<file path="src/hw/rtl/slp_pkg.sv">
// Shared types, constants and helper functions for the louver stepper positioner.
package slp_pkg;

  localparam int POSITION_BITS_DEFAULT = 12;

  localparam int CFG_INDEX_BITS = 3;
  localparam int CFG_DATA_BITS  = 16;

  localparam logic [CFG_INDEX_BITS-1:0] REG_LOW_TARGET    = 3'd0;
  localparam logic [CFG_INDEX_BITS-1:0] REG_MID_TARGET    = 3'd1;
  localparam logic [CFG_INDEX_BITS-1:0] REG_SWING_TOP     = 3'd2;
  localparam logic [CFG_INDEX_BITS-1:0] REG_FULL_TRAVEL   = 3'd3;
  localparam logic [CFG_INDEX_BITS-1:0] REG_FAST_PERIOD   = 3'd4;
  localparam logic [CFG_INDEX_BITS-1:0] REG_SLOW_PERIOD   = 3'd5;
  localparam logic [CFG_INDEX_BITS-1:0] REG_REVERSE_PAUSE = 3'd6;

  localparam logic [11:0] LOW_TARGET_RESET    = 12'd268;
  localparam logic [11:0] MID_TARGET_RESET    = 12'd723;
  localparam logic [11:0] SWING_TOP_RESET     = 12'd910;
  localparam logic [11:0] FULL_TRAVEL_RESET   = 12'd1308;
  localparam logic [7:0]  FAST_PERIOD_RESET   = 8'd4;
  localparam logic [7:0]  SLOW_PERIOD_RESET   = 8'd30;
  localparam logic [15:0] REVERSE_PAUSE_RESET = 16'd300;

  localparam logic OP_TICK    = 1'b0;
  localparam logic OP_COMMAND = 1'b1;

  localparam logic [3:0] MODE_STOP      = 4'd0;
  localparam logic [3:0] MODE_RECALL    = 4'd1;
  localparam logic [3:0] MODE_CLOSE     = 4'd2;
  localparam logic [3:0] MODE_INIT      = 4'd3;
  localparam logic [3:0] MODE_HORIZ     = 4'd4;
  localparam logic [3:0] MODE_UPPER     = 4'd5;
  localparam logic [3:0] MODE_LOWER     = 4'd6;
  localparam logic [3:0] MODE_SWING     = 4'd7;
  localparam logic [3:0] MODE_CENTRAL   = 4'd8;
  localparam logic [3:0] MODE_COILS_OFF = 4'd9;

  typedef struct packed {
    logic [11:0] low_target;
    logic [11:0] mid_target;
    logic [11:0] swing_top;
    logic [11:0] full_travel;
    logic [7:0]  fast_period;
    logic [7:0]  slow_period;
    logic [15:0] reverse_pause;
  } slp_cfg_t;

  typedef struct packed {
    logic [3:0] coil_pattern;
    logic       motor_on;
    logic       moving_up;
    logic       stepped;
    logic       arrived;
    logic       pausing;
  } slp_status_t;

  function automatic logic [3:0] coil_of(input logic [2:0] phase);
    logic [3:0] pattern;
    case (phase)
      3'd0: pattern = 4'h1;
      3'd1: pattern = 4'h3;
      3'd2: pattern = 4'h2;
      3'd3: pattern = 4'h6;
      3'd4: pattern = 4'h4;
      3'd5: pattern = 4'hc;
      3'd6: pattern = 4'h8;
      3'd7: pattern = 4'h9;
      default: pattern = 4'h0;
    endcase
    return pattern;
  endfunction

  function automatic logic [7:0] ramp(input logic [7:0] period, input logic [7:0] slow,
                                      input logic [7:0] cruise, input logic braking);
    logic [7:0] result;
    result = period;
    if (braking) begin
      if (period < slow) begin
        result = period + 8'd1;
      end
    end else if (period > cruise) begin
      result = period - 8'd1;
    end
    return result;
  endfunction

endpackage

</file>
<file path="src/hw/rtl/slp_engine.sv">
// Motion state of the positioner and its update for one request.
module slp_engine #(
  parameter int POSITION_BITS = slp_pkg::POSITION_BITS_DEFAULT
) (
  input  logic                     clk,
  input  logic                     rst,
  input  logic                     fire,
  input  logic                     operation,
  input  logic [3:0]               mode,
  input  slp_pkg::slp_cfg_t        cfg,
  output logic [POSITION_BITS-1:0] position,
  output slp_pkg::slp_status_t     status
);

  logic [POSITION_BITS-1:0] position_now, position_now_next;
  logic [POSITION_BITS-1:0] target_position, target_position_next;
  logic [POSITION_BITS-1:0] upper_limit, upper_limit_next;
  logic [POSITION_BITS-1:0] lower_limit, lower_limit_next;
  logic [POSITION_BITS-1:0] saved_position, saved_position_next;
  logic [15:0]              upper_brake_point, upper_brake_point_next;
  logic [15:0]              lower_brake_point, lower_brake_point_next;
  logic                     direction_up, direction_up_next;
  logic                     enabled, enabled_next;
  logic                     coils_released, coils_released_next;
  logic [7:0]               step_period, step_period_next;
  logic [7:0]               cruise_period, cruise_period_next;
  logic [7:0]               tick_counter, tick_counter_next;
  logic [15:0]              pause_counter, pause_counter_next;
  logic [2:0]               phase_index, phase_index_next;
  logic [3:0]               angle_mode, angle_mode_next;

  logic [POSITION_BITS-1:0] full_travel_pos, low_target_pos, mid_target_pos, swing_top_pos;
  logic [POSITION_BITS-1:0] aim_target, upper_source, lower_source;
  logic [POSITION_BITS-1:0] position_up, position_down;
  logic [15:0]              upper_brake_calc, lower_brake_calc;
  logic [7:0]               tick_inc;
  logic                     stepped, arrived;

  assign full_travel_pos = POSITION_BITS'(cfg.full_travel);
  assign low_target_pos  = POSITION_BITS'(cfg.low_target);
  assign mid_target_pos  = POSITION_BITS'(cfg.mid_target);
  assign swing_top_pos   = POSITION_BITS'(cfg.swing_top);

  always_comb begin
    case (mode)
      slp_pkg::MODE_RECALL: aim_target = saved_position;
      slp_pkg::MODE_HORIZ:  aim_target = low_target_pos;
      default:              aim_target = mid_target_pos;
    endcase
    case (mode)
      slp_pkg::MODE_CLOSE, slp_pkg::MODE_INIT: upper_source = full_travel_pos;
      slp_pkg::MODE_SWING:                      upper_source = swing_top_pos;
      default:                                  upper_source = aim_target;
    endcase
    case (mode)
      slp_pkg::MODE_RECALL, slp_pkg::MODE_HORIZ, slp_pkg::MODE_UPPER: lower_source = aim_target;
      default: lower_source = '0;
    endcase
  end

  assign upper_brake_calc = 16'(upper_source) - 16'(cfg.slow_period) + 16'(cfg.fast_period);
  assign lower_brake_calc = 16'(lower_source) + 16'(cfg.slow_period) - 16'(cfg.fast_period);
  assign position_up      = position_now + POSITION_BITS'(1);
  assign position_down    = position_now - POSITION_BITS'(1);
  assign tick_inc         = tick_counter + 8'd1;

  always_comb begin
    position_now_next      = position_now;
    target_position_next   = target_position;
    upper_limit_next       = upper_limit;
    lower_limit_next       = lower_limit;
    saved_position_next    = saved_position;
    upper_brake_point_next = upper_brake_point;
    lower_brake_point_next = lower_brake_point;
    direction_up_next      = direction_up;
    enabled_next           = enabled;
    coils_released_next    = coils_released;
    step_period_next       = step_period;
    cruise_period_next     = cruise_period;
    tick_counter_next      = tick_counter;
    pause_counter_next     = pause_counter;
    phase_index_next       = phase_index;
    angle_mode_next        = angle_mode;
    stepped                = 1'b0;
    arrived                = 1'b0;
    if (fire && operation == slp_pkg::OP_COMMAND) begin
      enabled_next = 1'b1;
      case (mode)
        slp_pkg::MODE_STOP: begin
          enabled_next        = 1'b0;
          saved_position_next = position_now;
        end
        slp_pkg::MODE_RECALL, slp_pkg::MODE_HORIZ, slp_pkg::MODE_UPPER: begin
          target_position_next = aim_target;
          angle_mode_next      = mode;
          if (aim_target > position_now) begin
            direction_up_next      = 1'b1;
            upper_limit_next       = upper_source;
            upper_brake_point_next = upper_brake_calc;
          end else if (aim_target < position_now || mode != slp_pkg::MODE_RECALL) begin
            direction_up_next      = 1'b0;
            lower_limit_next       = lower_source;
            lower_brake_point_next = lower_brake_calc;
          end
        end
        slp_pkg::MODE_CLOSE: begin
          target_position_next   = full_travel_pos;
          upper_limit_next       = upper_source;
          upper_brake_point_next = upper_brake_calc;
          lower_limit_next       = '0;
          direction_up_next      = 1'b1;
        end
        slp_pkg::MODE_INIT: begin
          target_position_next   = '0;
          position_now_next      = full_travel_pos;
          upper_limit_next       = upper_source;
          upper_brake_point_next = upper_brake_calc;
          lower_limit_next       = lower_source;
          lower_brake_point_next = lower_brake_calc;
          direction_up_next      = 1'b0;
        end
        slp_pkg::MODE_LOWER: begin
          target_position_next   = '0;
          direction_up_next      = 1'b0;
          lower_limit_next       = lower_source;
          lower_brake_point_next = lower_brake_calc;
          angle_mode_next        = mode;
        end
        slp_pkg::MODE_SWING: begin
          target_position_next   = full_travel_pos;
          upper_limit_next       = upper_source;
          upper_brake_point_next = upper_brake_calc;
          lower_limit_next       = lower_source;
          lower_brake_point_next = lower_brake_calc;
        end
        slp_pkg::MODE_CENTRAL: begin
          target_position_next   = low_target_pos;
          direction_up_next      = 1'b0;
          lower_limit_next       = lower_source;
          lower_brake_point_next = lower_brake_calc;
          angle_mode_next        = mode;
        end
        slp_pkg::MODE_COILS_OFF: begin
          enabled_next        = 1'b0;
          coils_released_next = 1'b1;
        end
        default: begin
          enabled_next = 1'b0;
        end
      endcase
      step_period_next   = cfg.slow_period;
      cruise_period_next = cfg.fast_period;
      tick_counter_next  = '0;
      pause_counter_next = cfg.reverse_pause;
    end else if (fire && enabled) begin
      if (pause_counter != 16'd0) begin
        pause_counter_next = pause_counter - 16'd1;
      end else if (tick_inc < step_period) begin
        tick_counter_next = tick_inc;
      end else begin
        tick_counter_next   = '0;
        stepped             = 1'b1;
        coils_released_next = 1'b0;
        if (direction_up) begin
          phase_index_next  = phase_index - 3'd1;
          position_now_next = position_up;
          if (position_up == target_position) begin
            enabled_next = 1'b0;
            arrived      = 1'b1;
          end else if (position_up == upper_limit) begin
            direction_up_next  = 1'b0;
            pause_counter_next = cfg.reverse_pause;
          end else begin
            step_period_next = slp_pkg::ramp(step_period, cfg.slow_period, cruise_period,
                                             16'(position_up) >= upper_brake_point);
          end
        end else begin
          phase_index_next  = phase_index + 3'd1;
          position_now_next = position_down;
          if (position_down == target_position && angle_mode != slp_pkg::MODE_CENTRAL) begin
            enabled_next = 1'b0;
            arrived      = 1'b1;
          end else if (position_down == lower_limit) begin
            direction_up_next  = 1'b1;
            pause_counter_next = cfg.reverse_pause;
          end else begin
            step_period_next = slp_pkg::ramp(step_period, cfg.slow_period, cruise_period,
                                             16'(position_down) <= lower_brake_point);
          end
        end
      end
    end
  end

  always_ff @(posedge clk) begin
    if (rst) begin
      position_now      <= POSITION_BITS'(slp_pkg::FULL_TRAVEL_RESET);
      target_position   <= '0;
      upper_limit       <= POSITION_BITS'(slp_pkg::FULL_TRAVEL_RESET);
      lower_limit       <= '0;
      saved_position    <= '0;
      upper_brake_point <= '0;
      lower_brake_point <= '0;
      direction_up      <= 1'b0;
      enabled           <= 1'b0;
      coils_released    <= 1'b1;
      step_period       <= slp_pkg::SLOW_PERIOD_RESET;
      cruise_period     <= slp_pkg::FAST_PERIOD_RESET;
      tick_counter      <= '0;
      pause_counter     <= '0;
      phase_index       <= '0;
      angle_mode        <= slp_pkg::MODE_STOP;
    end else begin
      position_now      <= position_now_next;
      target_position   <= target_position_next;
      upper_limit       <= upper_limit_next;
      lower_limit       <= lower_limit_next;
      saved_position    <= saved_position_next;
      upper_brake_point <= upper_brake_point_next;
      lower_brake_point <= lower_brake_point_next;
      direction_up      <= direction_up_next;
      enabled           <= enabled_next;
      coils_released    <= coils_released_next;
      step_period       <= step_period_next;
      cruise_period     <= cruise_period_next;
      tick_counter      <= tick_counter_next;
      pause_counter     <= pause_counter_next;
      phase_index       <= phase_index_next;
      angle_mode        <= angle_mode_next;
    end
  end

  assign position            = position_now_next;
  assign status.coil_pattern = coils_released_next ? 4'h0 : slp_pkg::coil_of(phase_index_next);
  assign status.motor_on     = enabled_next;
  assign status.moving_up    = direction_up_next;
  assign status.stepped      = stepped;
  assign status.arrived      = arrived;
  assign status.pausing      = enabled_next && (pause_counter_next != 16'd0);

endmodule

</file>
<file path="src/hw/rtl/stepper_louver_positioner.sv">
// Top level of the louver stepper positioner: handshake, configuration and result registers.
//
// Each request is either a 1 ms tick or a mode command, and each produces exactly one
// result that reports the coil drive pattern and the motion state after it. A new request
// can be taken on every clock cycle while no result is stalled. A request is held in the
// input register while the motion update is computed from it, and its result is then loaded
// into the result register. A stalled result holds the next request in the input register.
// The rate is set by the update of the motion state, which every request reads and writes.
// Configuration writes take effect at once and are meant to be made while no request is
// in flight.
module stepper_louver_positioner #(
  parameter int POSITION_BITS = slp_pkg::POSITION_BITS_DEFAULT
) (
  input  logic                               clk,
  input  logic                               rst,
  input  logic                               request_valid,
  output logic                               request_stall,
  input  logic                               operation,
  input  logic [3:0]                         mode,
  output logic                               result_valid,
  input  logic                               result_stall,
  output logic [3:0]                         coil_pattern,
  output logic [POSITION_BITS-1:0]           position,
  output logic                               motor_on,
  output logic                               moving_up,
  output logic                               stepped,
  output logic                               arrived,
  output logic                               pausing,
  input  logic                               cfg_write,
  input  logic [slp_pkg::CFG_INDEX_BITS-1:0] cfg_index,
  input  logic [slp_pkg::CFG_DATA_BITS-1:0]  cfg_data
);

  slp_pkg::slp_cfg_t        cfg;
  slp_pkg::slp_status_t     status;
  logic [POSITION_BITS-1:0] engine_position;
  logic                     held_valid;
  logic                     held_operation;
  logic [3:0]               held_mode;
  logic                     result_free;
  logic                     advance;
  logic                     accept;

  assign result_free   = !result_valid || !result_stall;
  assign advance       = held_valid && result_free;
  assign request_stall = held_valid && !result_free;
  assign accept        = request_valid && !request_stall;

  always_ff @(posedge clk) begin
    if (rst) begin
      cfg.low_target    <= slp_pkg::LOW_TARGET_RESET;
      cfg.mid_target    <= slp_pkg::MID_TARGET_RESET;
      cfg.swing_top     <= slp_pkg::SWING_TOP_RESET;
      cfg.full_travel   <= slp_pkg::FULL_TRAVEL_RESET;
      cfg.fast_period   <= slp_pkg::FAST_PERIOD_RESET;
      cfg.slow_period   <= slp_pkg::SLOW_PERIOD_RESET;
      cfg.reverse_pause <= slp_pkg::REVERSE_PAUSE_RESET;
    end else if (cfg_write) begin
      case (cfg_index)
        slp_pkg::REG_LOW_TARGET:    cfg.low_target    <= cfg_data[11:0];
        slp_pkg::REG_MID_TARGET:    cfg.mid_target    <= cfg_data[11:0];
        slp_pkg::REG_SWING_TOP:     cfg.swing_top     <= cfg_data[11:0];
        slp_pkg::REG_FULL_TRAVEL:   cfg.full_travel   <= cfg_data[11:0];
        slp_pkg::REG_FAST_PERIOD:   cfg.fast_period   <= cfg_data[7:0];
        slp_pkg::REG_SLOW_PERIOD:   cfg.slow_period   <= cfg_data[7:0];
        slp_pkg::REG_REVERSE_PAUSE: cfg.reverse_pause <= cfg_data;
        default: begin
        end
      endcase
    end
  end

  always_ff @(posedge clk) begin
    if (rst) begin
      held_valid <= 1'b0;
    end else if (accept) begin
      held_valid <= 1'b1;
    end else if (advance) begin
      held_valid <= 1'b0;
    end
  end

  always_ff @(posedge clk) begin
    if (accept) begin
      held_operation <= operation;
      held_mode      <= mode;
    end
  end

  slp_engine #(
    .POSITION_BITS(POSITION_BITS)
  ) u_engine (
    .clk      (clk),
    .rst      (rst),
    .fire     (advance),
    .operation(held_operation),
    .mode     (held_mode),
    .cfg      (cfg),
    .position (engine_position),
    .status   (status)
  );

  always_ff @(posedge clk) begin
    if (rst) begin
      result_valid <= 1'b0;
    end else if (result_free) begin
      result_valid <= advance;
    end
  end

  always_ff @(posedge clk) begin
    if (advance) begin
      coil_pattern <= status.coil_pattern;
      position     <= engine_position;
      motor_on     <= status.motor_on;
      moving_up    <= status.moving_up;
      stepped      <= status.stepped;
      arrived      <= status.arrived;
      pausing      <= status.pausing;
    end
  end

`ifndef SYNTHESIS
  a_arrived_after_step: assert property (@(posedge clk) disable iff (rst)
    result_valid && arrived |-> stepped && !motor_on)
    else $error("arrival reported without a step or with the motor still on");

  a_pause_needs_motor: assert property (@(posedge clk) disable iff (rst)
    result_valid && pausing |-> motor_on)
    else $error("pause reported while the motor is off");

  a_step_drives_coils: assert property (@(posedge clk) disable iff (rst)
    result_valid && stepped |-> coil_pattern != 4'h0)
    else $error("step reported with the coils released");

  a_stall_only_when_full: assert property (@(posedge clk) disable iff (rst)
    request_stall |-> held_valid && result_valid && result_stall)
    else $error("request stalled while the pipeline has room");

  a_result_follows_advance: assert property (@(posedge clk) disable iff (rst)
    advance |=> result_valid)
    else $error("a request left the input register without producing a result");
`endif

endmodule
</file>
<file path="config.mk">
export PLATFORM = sky130hd
export DESIGN_NAME = stepper_louver_positioner
export DESIGN_NICKNAME = d
export VERILOG_FILES = /design/src/hw/rtl/slp_pkg.sv /design/src/hw/rtl/slp_engine.sv /design/src/hw/rtl/stepper_louver_positioner.sv
export SDC_FILE = /design/constraint.sdc
export NUM_CORES = 1
export LEC_CHECK = 0
export CORE_MARGIN = 2
export CORE_UTILIZATION = 55
export CTS_CLUSTER_DIAMETER = 100
export DETAILED_ROUTE_END_ITERATION = 10
export DONT_BUFFER_PORTS = 1
export GPL_ROUTABILITY_DRIVEN = 0
export PLACE_DENSITY = 0.69
export SETUP_SLACK_MARGIN = 0.02
export SLEW_MARGIN = 20
export SYNTH_ARGS = -nofsm -noshare
export SYNTH_HDL_FRONTEND = slang
export SYNTH_SLANG_ARGS = --single-unit
export TNS_END_PERCENT = 10
</file>
<file path="constraint.sdc">
create_clock -name clk -period 5.1 [get_ports clk]
set_input_delay 1.02 -clock clk [delete_from_list [all_inputs] [get_ports clk]]
set_output_delay 1.02 -clock clk [all_outputs]
set_load 0.05 [all_outputs]
</file>
; ---- Word level (Yosys, flattened, before mapping)
; Memories as Yosys holds them, arrays and structs flattened. A register that Yosys moved wholly into a read port is not among the register bits.
; Cells that the tools add are included.
[op_classes]
n_addsub = 12
magnitude_cmp = 7
n_eq_ne = 30
n_mux = 79
n_bitwise = 2
n_reduce_logical = 50
[op_table]
columns = op, n
row1 = 16-bit two-way mux, 12
row2 = 12-bit two-way mux, 10
row3 = 8-bit two-way mux, 14
row4 = 12-bit one-hot mux with 2 select lines, 3
row5 = 16-bit one-hot mux with 2 select lines, 2
row6 = 12-bit equality test, 4
row7 = 12-bit one-hot mux with 4 select lines, 1
row8 = 12-bit one-hot mux with 3 select lines, 1
row9 = 16-bit nonzero test, 2
row10 = 1-bit two-way mux, 30
row11 = 2-bit AND reduction, 11
row12 = 16-bit by 8-bit adder with 16-bit output, 1
row13 = 8-bit by 1-bit adder with 8-bit output (second input constant), 2
row14 = 4-bit by 3-bit equality test with 1-bit output (second input constant), 4
row15 = 12-bit by 16-bit >= comparator with 1-bit output, 1
row16 = 12-bit by 16-bit less-or-equal comparator with 1-bit output, 1
row17 = 8-bit less-than comparator, 2
row18 = 16-bit by 1-bit subtractor with 16-bit output (second input constant), 1
row19 = 16-bit by 8-bit subtractor with 16-bit output, 1
row20 = 3-bit two-way mux, 5
row21 = 12-bit by 8-bit adder with 13-bit output, 1
row22 = 12-bit by 8-bit subtractor with 13-bit output, 1
row23 = 12-bit by 1-bit adder with 12-bit output (second input constant), 1
row24 = 12-bit > comparator, 1
row25 = 36 further kinds, 68
[totals]
ff_bits = 246
rom_bits = 32
inputBits = 29
out_inout_bits = 23
elab_cells = 214
n_memories = 1
[mem_list]
columns = name, words, width, rd, rd_clocked_by_memory_dff, write_ports, line_no
row1 = (name not given), 8, 4, 1, 1, 0, slp_pkg.sv:60  ; case (phase)

; ---- Logic depth before layout (Yosys ltp)
[depth]
word_depth = 11
ltp_mapped = 25
mapped_depth_nobuf = 23

; ---- By module
; Synthesis repeated with hierarchy kept, for this count alone.
[unflattened]
hier_cells = 1964
hier_area_um2 = 16306.9
[modules_own_cells]
columns = module, n_inst, cells_each, area_each_um2, seq_area_each_um2
row1 = slp_engine, 1, 1625, 12233.0, 2762.6
row2 = stepper_louver_positioner, 1, 339, 4073.9, 2422.3

; ---- Worst setup path before layout
; No wires, ideal clock.
[synth_path]
path_type = register to register
start = register held_mode[1]
end = register u_engine.upper_brake_point[13]
arrival_ps = 4556
slack_ps = 486
path_stages_with_launch = 22
n_path_buf = 2
cell_sequence = edfxtp_1 buf_2 nor4b_2 nor2_1 clkbuf_1 nand2_1 nand2_1 a222oi_1 ha_1 inv_1 fa_1 ha_1 a21o_1 a21o_1 a21o_1 a21oi_1 o21bai_1 a21o_1 a21oi_1 a2111oi_2 a2111oi_1 a21o_1
[synth_between]
elab_chain_cells = 7
[synth_lines]
columns = item, line_no
row1 = from (decl), stepper_louver_positioner.sv:39  ; logic [3:0] held_mode;
row2 = from (signal assigned), stepper_louver_positioner.sv:86  ; held_mode <= mode;
row3 = "4-bit by 3-bit equality test with 1-bit output, or another cell as far along", "slp_engine.sv:45, slp_engine.sv:88"
row4 = 12-bit one-hot mux with 2 select lines / 2-bit OR reduction (equally long branches), "slp_engine.sv:45, slp_engine.sv:50"
row5 = 12-bit one-hot mux with 2 select lines, slp_engine.sv:50  ; case (mode)
row6 = 12-bit by 8-bit subtractor with 13-bit output, slp_engine.sv:61  ; assign upper_brake_calc = 16'(upper_source) - 16'(cfg.slow_period) + 16'(cfg.fast_period);
row7 = 16-bit by 8-bit adder with 16-bit output, slp_engine.sv:61
row8 = 16-bit two-way mux, slp_engine.sv:96  ; if (aim_target > position_now) begin
row9 = 16-bit one-hot mux with 2 select lines, slp_engine.sv:88  ; case (mode)
row10 = to (signal assigned), slp_engine.sv:219  ; upper_brake_point <= upper_brake_point_next;
row11 = to (decl), slp_engine.sv:20  ; logic [15:0] upper_brake_point, upper_brake_point_next;
; Parallel ways exist; a longest one is shown, timed or not. The select of a mux whose other input is x is not followed.
; A chain may end at the register's enable or synchronous reset.

; ---- Worst setup path after layout
[layout_path]
start = register held_mode[1]
end = register u_engine.lower_brake_point[10]
[layout_between]
elab_chain_cells = 8
[layout_lines]
columns = item, line_no
row1 = "4-bit by 3-bit equality test with 1-bit output, or another cell as far along", "slp_engine.sv:45, slp_engine.sv:55, slp_engine.sv:88"
row2 = 12-bit one-hot mux with 2 select lines / 3-bit OR reduction (equally long branches), "slp_engine.sv:45, slp_engine.sv:55, slp_engine.sv:88"
row3 = 12-bit two-way mux, slp_engine.sv:55  ; case (mode)
row4 = 12-bit by 8-bit adder with 13-bit output, slp_engine.sv:62  ; assign lower_brake_calc = 16'(lower_source) + 16'(cfg.slow_period) - 16'(cfg.fast_period);
row5 = 16-bit by 8-bit subtractor with 16-bit output, slp_engine.sv:62
row6 = 16-bit two-way mux, slp_engine.sv:100  ; end else if (aim_target < position_now || mode != slp_pkg::MODE_RECALL) begin
row7 = 16-bit two-way mux, slp_engine.sv:96
row8 = 16-bit one-hot mux with 2 select lines, slp_engine.sv:88
row9 = to (signal assigned), slp_engine.sv:220  ; lower_brake_point <= lower_brake_point_next;
row10 = to (decl), slp_engine.sv:21  ; logic [15:0] lower_brake_point, lower_brake_point_next;
; Parallel ways exist; a longest one is shown, timed or not. The select of a mux whose other input is x is not followed.

==> flow_metrics.tcl <==
set metrics [dict create \
    rsz0062_at_grt "true" \
    ir_drop_uv 269.0 \
    nFillCells 2537 \
    yosys.area.top_type_share_pct 28.80 \
    avgViaCountPerCell 6.185 \
    synthTopCellsByArea "dfxtp_1 (29%), ha_1 (7.7%), nand2_1 (7.4%)" \
    path_buf_inv 3 \
    path_class "reg -> reg" \
    antenna_found_initial 0 \
    fp-row-count 61 \
    clkLatencyLatePin_ns 0.56 \
    max_slew_margin_pct 32.81 \
    coreArea_mm2 0.02786 \
    crit_required_ns 5.52 \
    die_area_mm2 0.02967 \
    total_power_mw 4.741 \
    tns_ns 0 \
    synth_nets 2069 \
    synthArstFlopShare_pct 0 \
    fin_skew_ns 0.02644 \
    cts_tree "built" \
    cts_hold_buf 0 \
    cp-start-kind "flop" \
    drc_errors 0 \
    seq_area_frac_synth_pct 33.82 \
    synth_top_area_cell "dfxtp_1" \
    ys_types 90 \
    worstMarginPinSlew_ns 1.000 \
    cpMostUsedCell "nand2_1" \
    wl_per_cell_um 21.04 \
    grt_pass1_wl_um 75080 \
    synth_most_common_cell "nand2_1" \
    grt_pass1_vias 13250 \
    path_delay_family "simple AND/OR/NAND/NOR gates" \
    yosys_warnings 0 \
    postSynthCellCount 1939 \
    stdcell_area_mm2 0.01688 \
    cp_max_fo 12 \
    period_share_pct 94.89 \
    cts_root_buffer "clkbuf_16" \
    fin_util_pct 60.60 \
    status "finished clean" \
    grt_max_degree 173 \
    critPathMaxStageDelay_ns 0.47 \
    h-tree-depth 1 \
    vias 14290 \
    maxCapViolations 0 \
    crit_path_end_kind "flop" \
    routed_wl_um 48610 \
    drv_slew 0 \
    die_h_um 172.3 \
    postRouteAntennaNets 0 \
    holdWs_ns 0.4513 \
    drt_iter0_drc 1873 \
    first_pass_iters 9 \
    cts_buffers 28 \
    syn_area_mm2 0.01557 \
    power.density_mw_per_mm2 280.9 \
    setup_violations 0 \
    clock_sinks 250 \
    grt_overflow 0 \
    ioPinCount 52 \
    num-nets-final 2041 \
    hold_violations 0 \
    synth_seq_cells 250 \
    synth_commonest_cells "nand2_1 (306), dfxtp_1 (224), nor2_1 (203), a21oi_1 (163), inv_1 (111)" \
    syn_to_final_growth_pct 8.422 \
    dpl.hpwl_um 36490 \
    avgSynthCellArea_um2 8.030 \
    start_util_pct 55.89 \
    total_leakage_power_nw 6.555 \
    synthFlopType "dfxtp_1" \
    grt.total_usage_pct 32.73 \
    cts.path.max_buffers 3 \
    die_width_um 172.3 \
    portBuffers 0 \
    period_needed_ns 4.840 \
    place_area_mm2 0.01591 \
    hold_path_class "reg -> reg" \
    fmax_mhz 206.6 \
    cp_cell_sequence "buf_4 -> nor4b_2 -> buf_4 -> a22oi_1 -> nand2_1 -> inv_1 -> nor2_1 -> ha_1 -> fa_1 -> fa_1 -> a21o_1 -> a21o_1 -> nand2_1 -> nand2_1 -> a21oi_1 -> nor2b_1 -> o21a_1 -> nor3_1 -> nor2b_1 -> xnor2_1 -> a21oi_1" \
    crit_slowest_cell "fa_1" \
    synth_edf_count 26 \
    drive_gt1_share_pct 6.781 \
    clkTransAtPathRegs_ns 0.06 \
    critPathArrivalTime_ns 5.26 \
    diodes 0 \
]
cells by family (layout without fill, tap and decap cells):
group	count (synthesis)	after routing	synth area share (%)
xor+xnor	110	110	7.698
fa+ha+maj	101	101	8.357
buf+inv	216	209	5.569
flops	250	250	33.82
compound gates	454	454	19.28
simple gates	775	775	23.14
mux	33	33	2.146
power by group:
part | leakage, nW | internal [mW] | switching, mW
Combinational | 4.05 | 0.234 | 0.377
Clock | 0.451 | 1.20 | 0.834
Sequential | 2.05 | 2.03 | 0.0611
Total | 6.56 | 3.47 | 1.27
flip-flops by register name, summed over array words and instances, names as in the netlist, 3 cells and up:
register                    count
u_engine.step_period            8
u_engine.upper_brake_point     16
u_engine.pause_counter         16
u_engine.lower_brake_point     16
held_mode                       4
u_engine.target_position       12
u_engine.lower_limit           12
u_engine.upper_limit           12
u_engine.angle_mode             4
u_engine.phase_index            3
coil_pattern                    4
position                       12
u_engine.position_now          12
u_engine.cruise_period          8
u_engine.saved_position        12
cfg                            80
u_engine.tick_counter           8
worst min-delay path: cells and delay by family (launching register included):
family | cells | cell delay, ns
and+or+nand+nor | 1 | 0.05
AOI/OAI and AO/OA | 1 | 0.05
DFF | 1 | 0.31
final timing paths:
check	startpoint	end	slack, ns	cells after the start
max	held_mode[1]$_DFFE_PP_	u_engine.lower_brake_point[10]$_SDFFE_PP0P_	0.26	21
min	u_engine.upper_brake_point[11]$_SDFFE_PP0P_	u_engine.upper_brake_point[11]$_SDFFE_PP0P_	0.45	2
max reg2reg	held_mode[1]$_DFFE_PP_	u_engine.lower_brake_point[10]$_SDFFE_PP0P_	0.26	21
min reg2reg	u_engine.upper_brake_point[11]$_SDFFE_PP0P_	u_engine.upper_brake_point[11]$_SDFFE_PP0P_	0.45	2
repair_timing:
action / in CTS / in global routing
pin swaps: 1 / 2
gates resized for setup: 0 / 8
setup endpoints to repair: 2 / 9
setup buffers: 1 / 2
hold endpoints to repair: 0 / 0
cells in the final DEF, fill, tap and decap left out, types with 13 or more instances in the layout:
cell | netlist | layout
a211oi_1 | 35 | 34
a21o_1 | 31 | 31
a21oi_1 | 163 | 162
a222oi_1 | 13 | 13
a22oi_1 | 19 | 19
a31oi_1 | 18 | 18
and2_1 | 16 | 16
and3_1 | 21 | 20
buf_4 | 5 | 43
clkbuf_16 | 0 | 28
dfxtp_1 | 224 | 224
edfxtp_1 | 26 | 26
ha_1 | 96 | 96
inv_1 | 111 | 110
mux2i_1 | 30 | 30
nand2_1 | 306 | 306
nand2b_1 | 16 | 16
nand3_1 | 65 | 65
nand4_1 | 20 | 20
nor2_1 | 203 | 202
nor2b_1 | 18 | 18
nor3_1 | 37 | 37
nor4_1 | 15 | 15
o211ai_1 | 17 | 17
o21ai_0 | 59 | 57
xnor2_1 | 67 | 67
xnor3_1 | 16 | 16
xor2_1 | 26 | 26
routing by layer:
metal | vias to the layer above | wire length (µm) | GRT usage [%] | share of wire [%]
met5 | - | 0 | 0 | 0
met4 | 0 | 1693 | 9.865 | 3.5
met2 | 670 | 21570 | 52.28 | 44
li1 | 6761 | - | - | -
met1 | 6744 | 20810 | 45.24 | 43
met3 | 113 | 4534 | 5.791 | 9.3
final cells by class:
type                            instances  area (µm²)  area share [%]
Multi-Input combinational cell       1473        9469           56.09
Tap cell                              378       473.0           2.802
Sequential cell                       250        5265           31.19
Timing Repair Buffer                   43       322.8           1.912
Inverter                              115       431.7           2.557
Clock inverter                         13       151.4          0.8968
Clock buffer                           38       768.2           4.551
stage by stage:
stage                     worst slack (ns)  cells
final                               0.2604   2310
after detailed placement           0.02003   2256
after CTS                           0.1709   2308
after floorplan                     0.4856   1939
after global placement              0.1633   2256
after global routing               0.01712   2310
(Power assumes the default switching activity.)
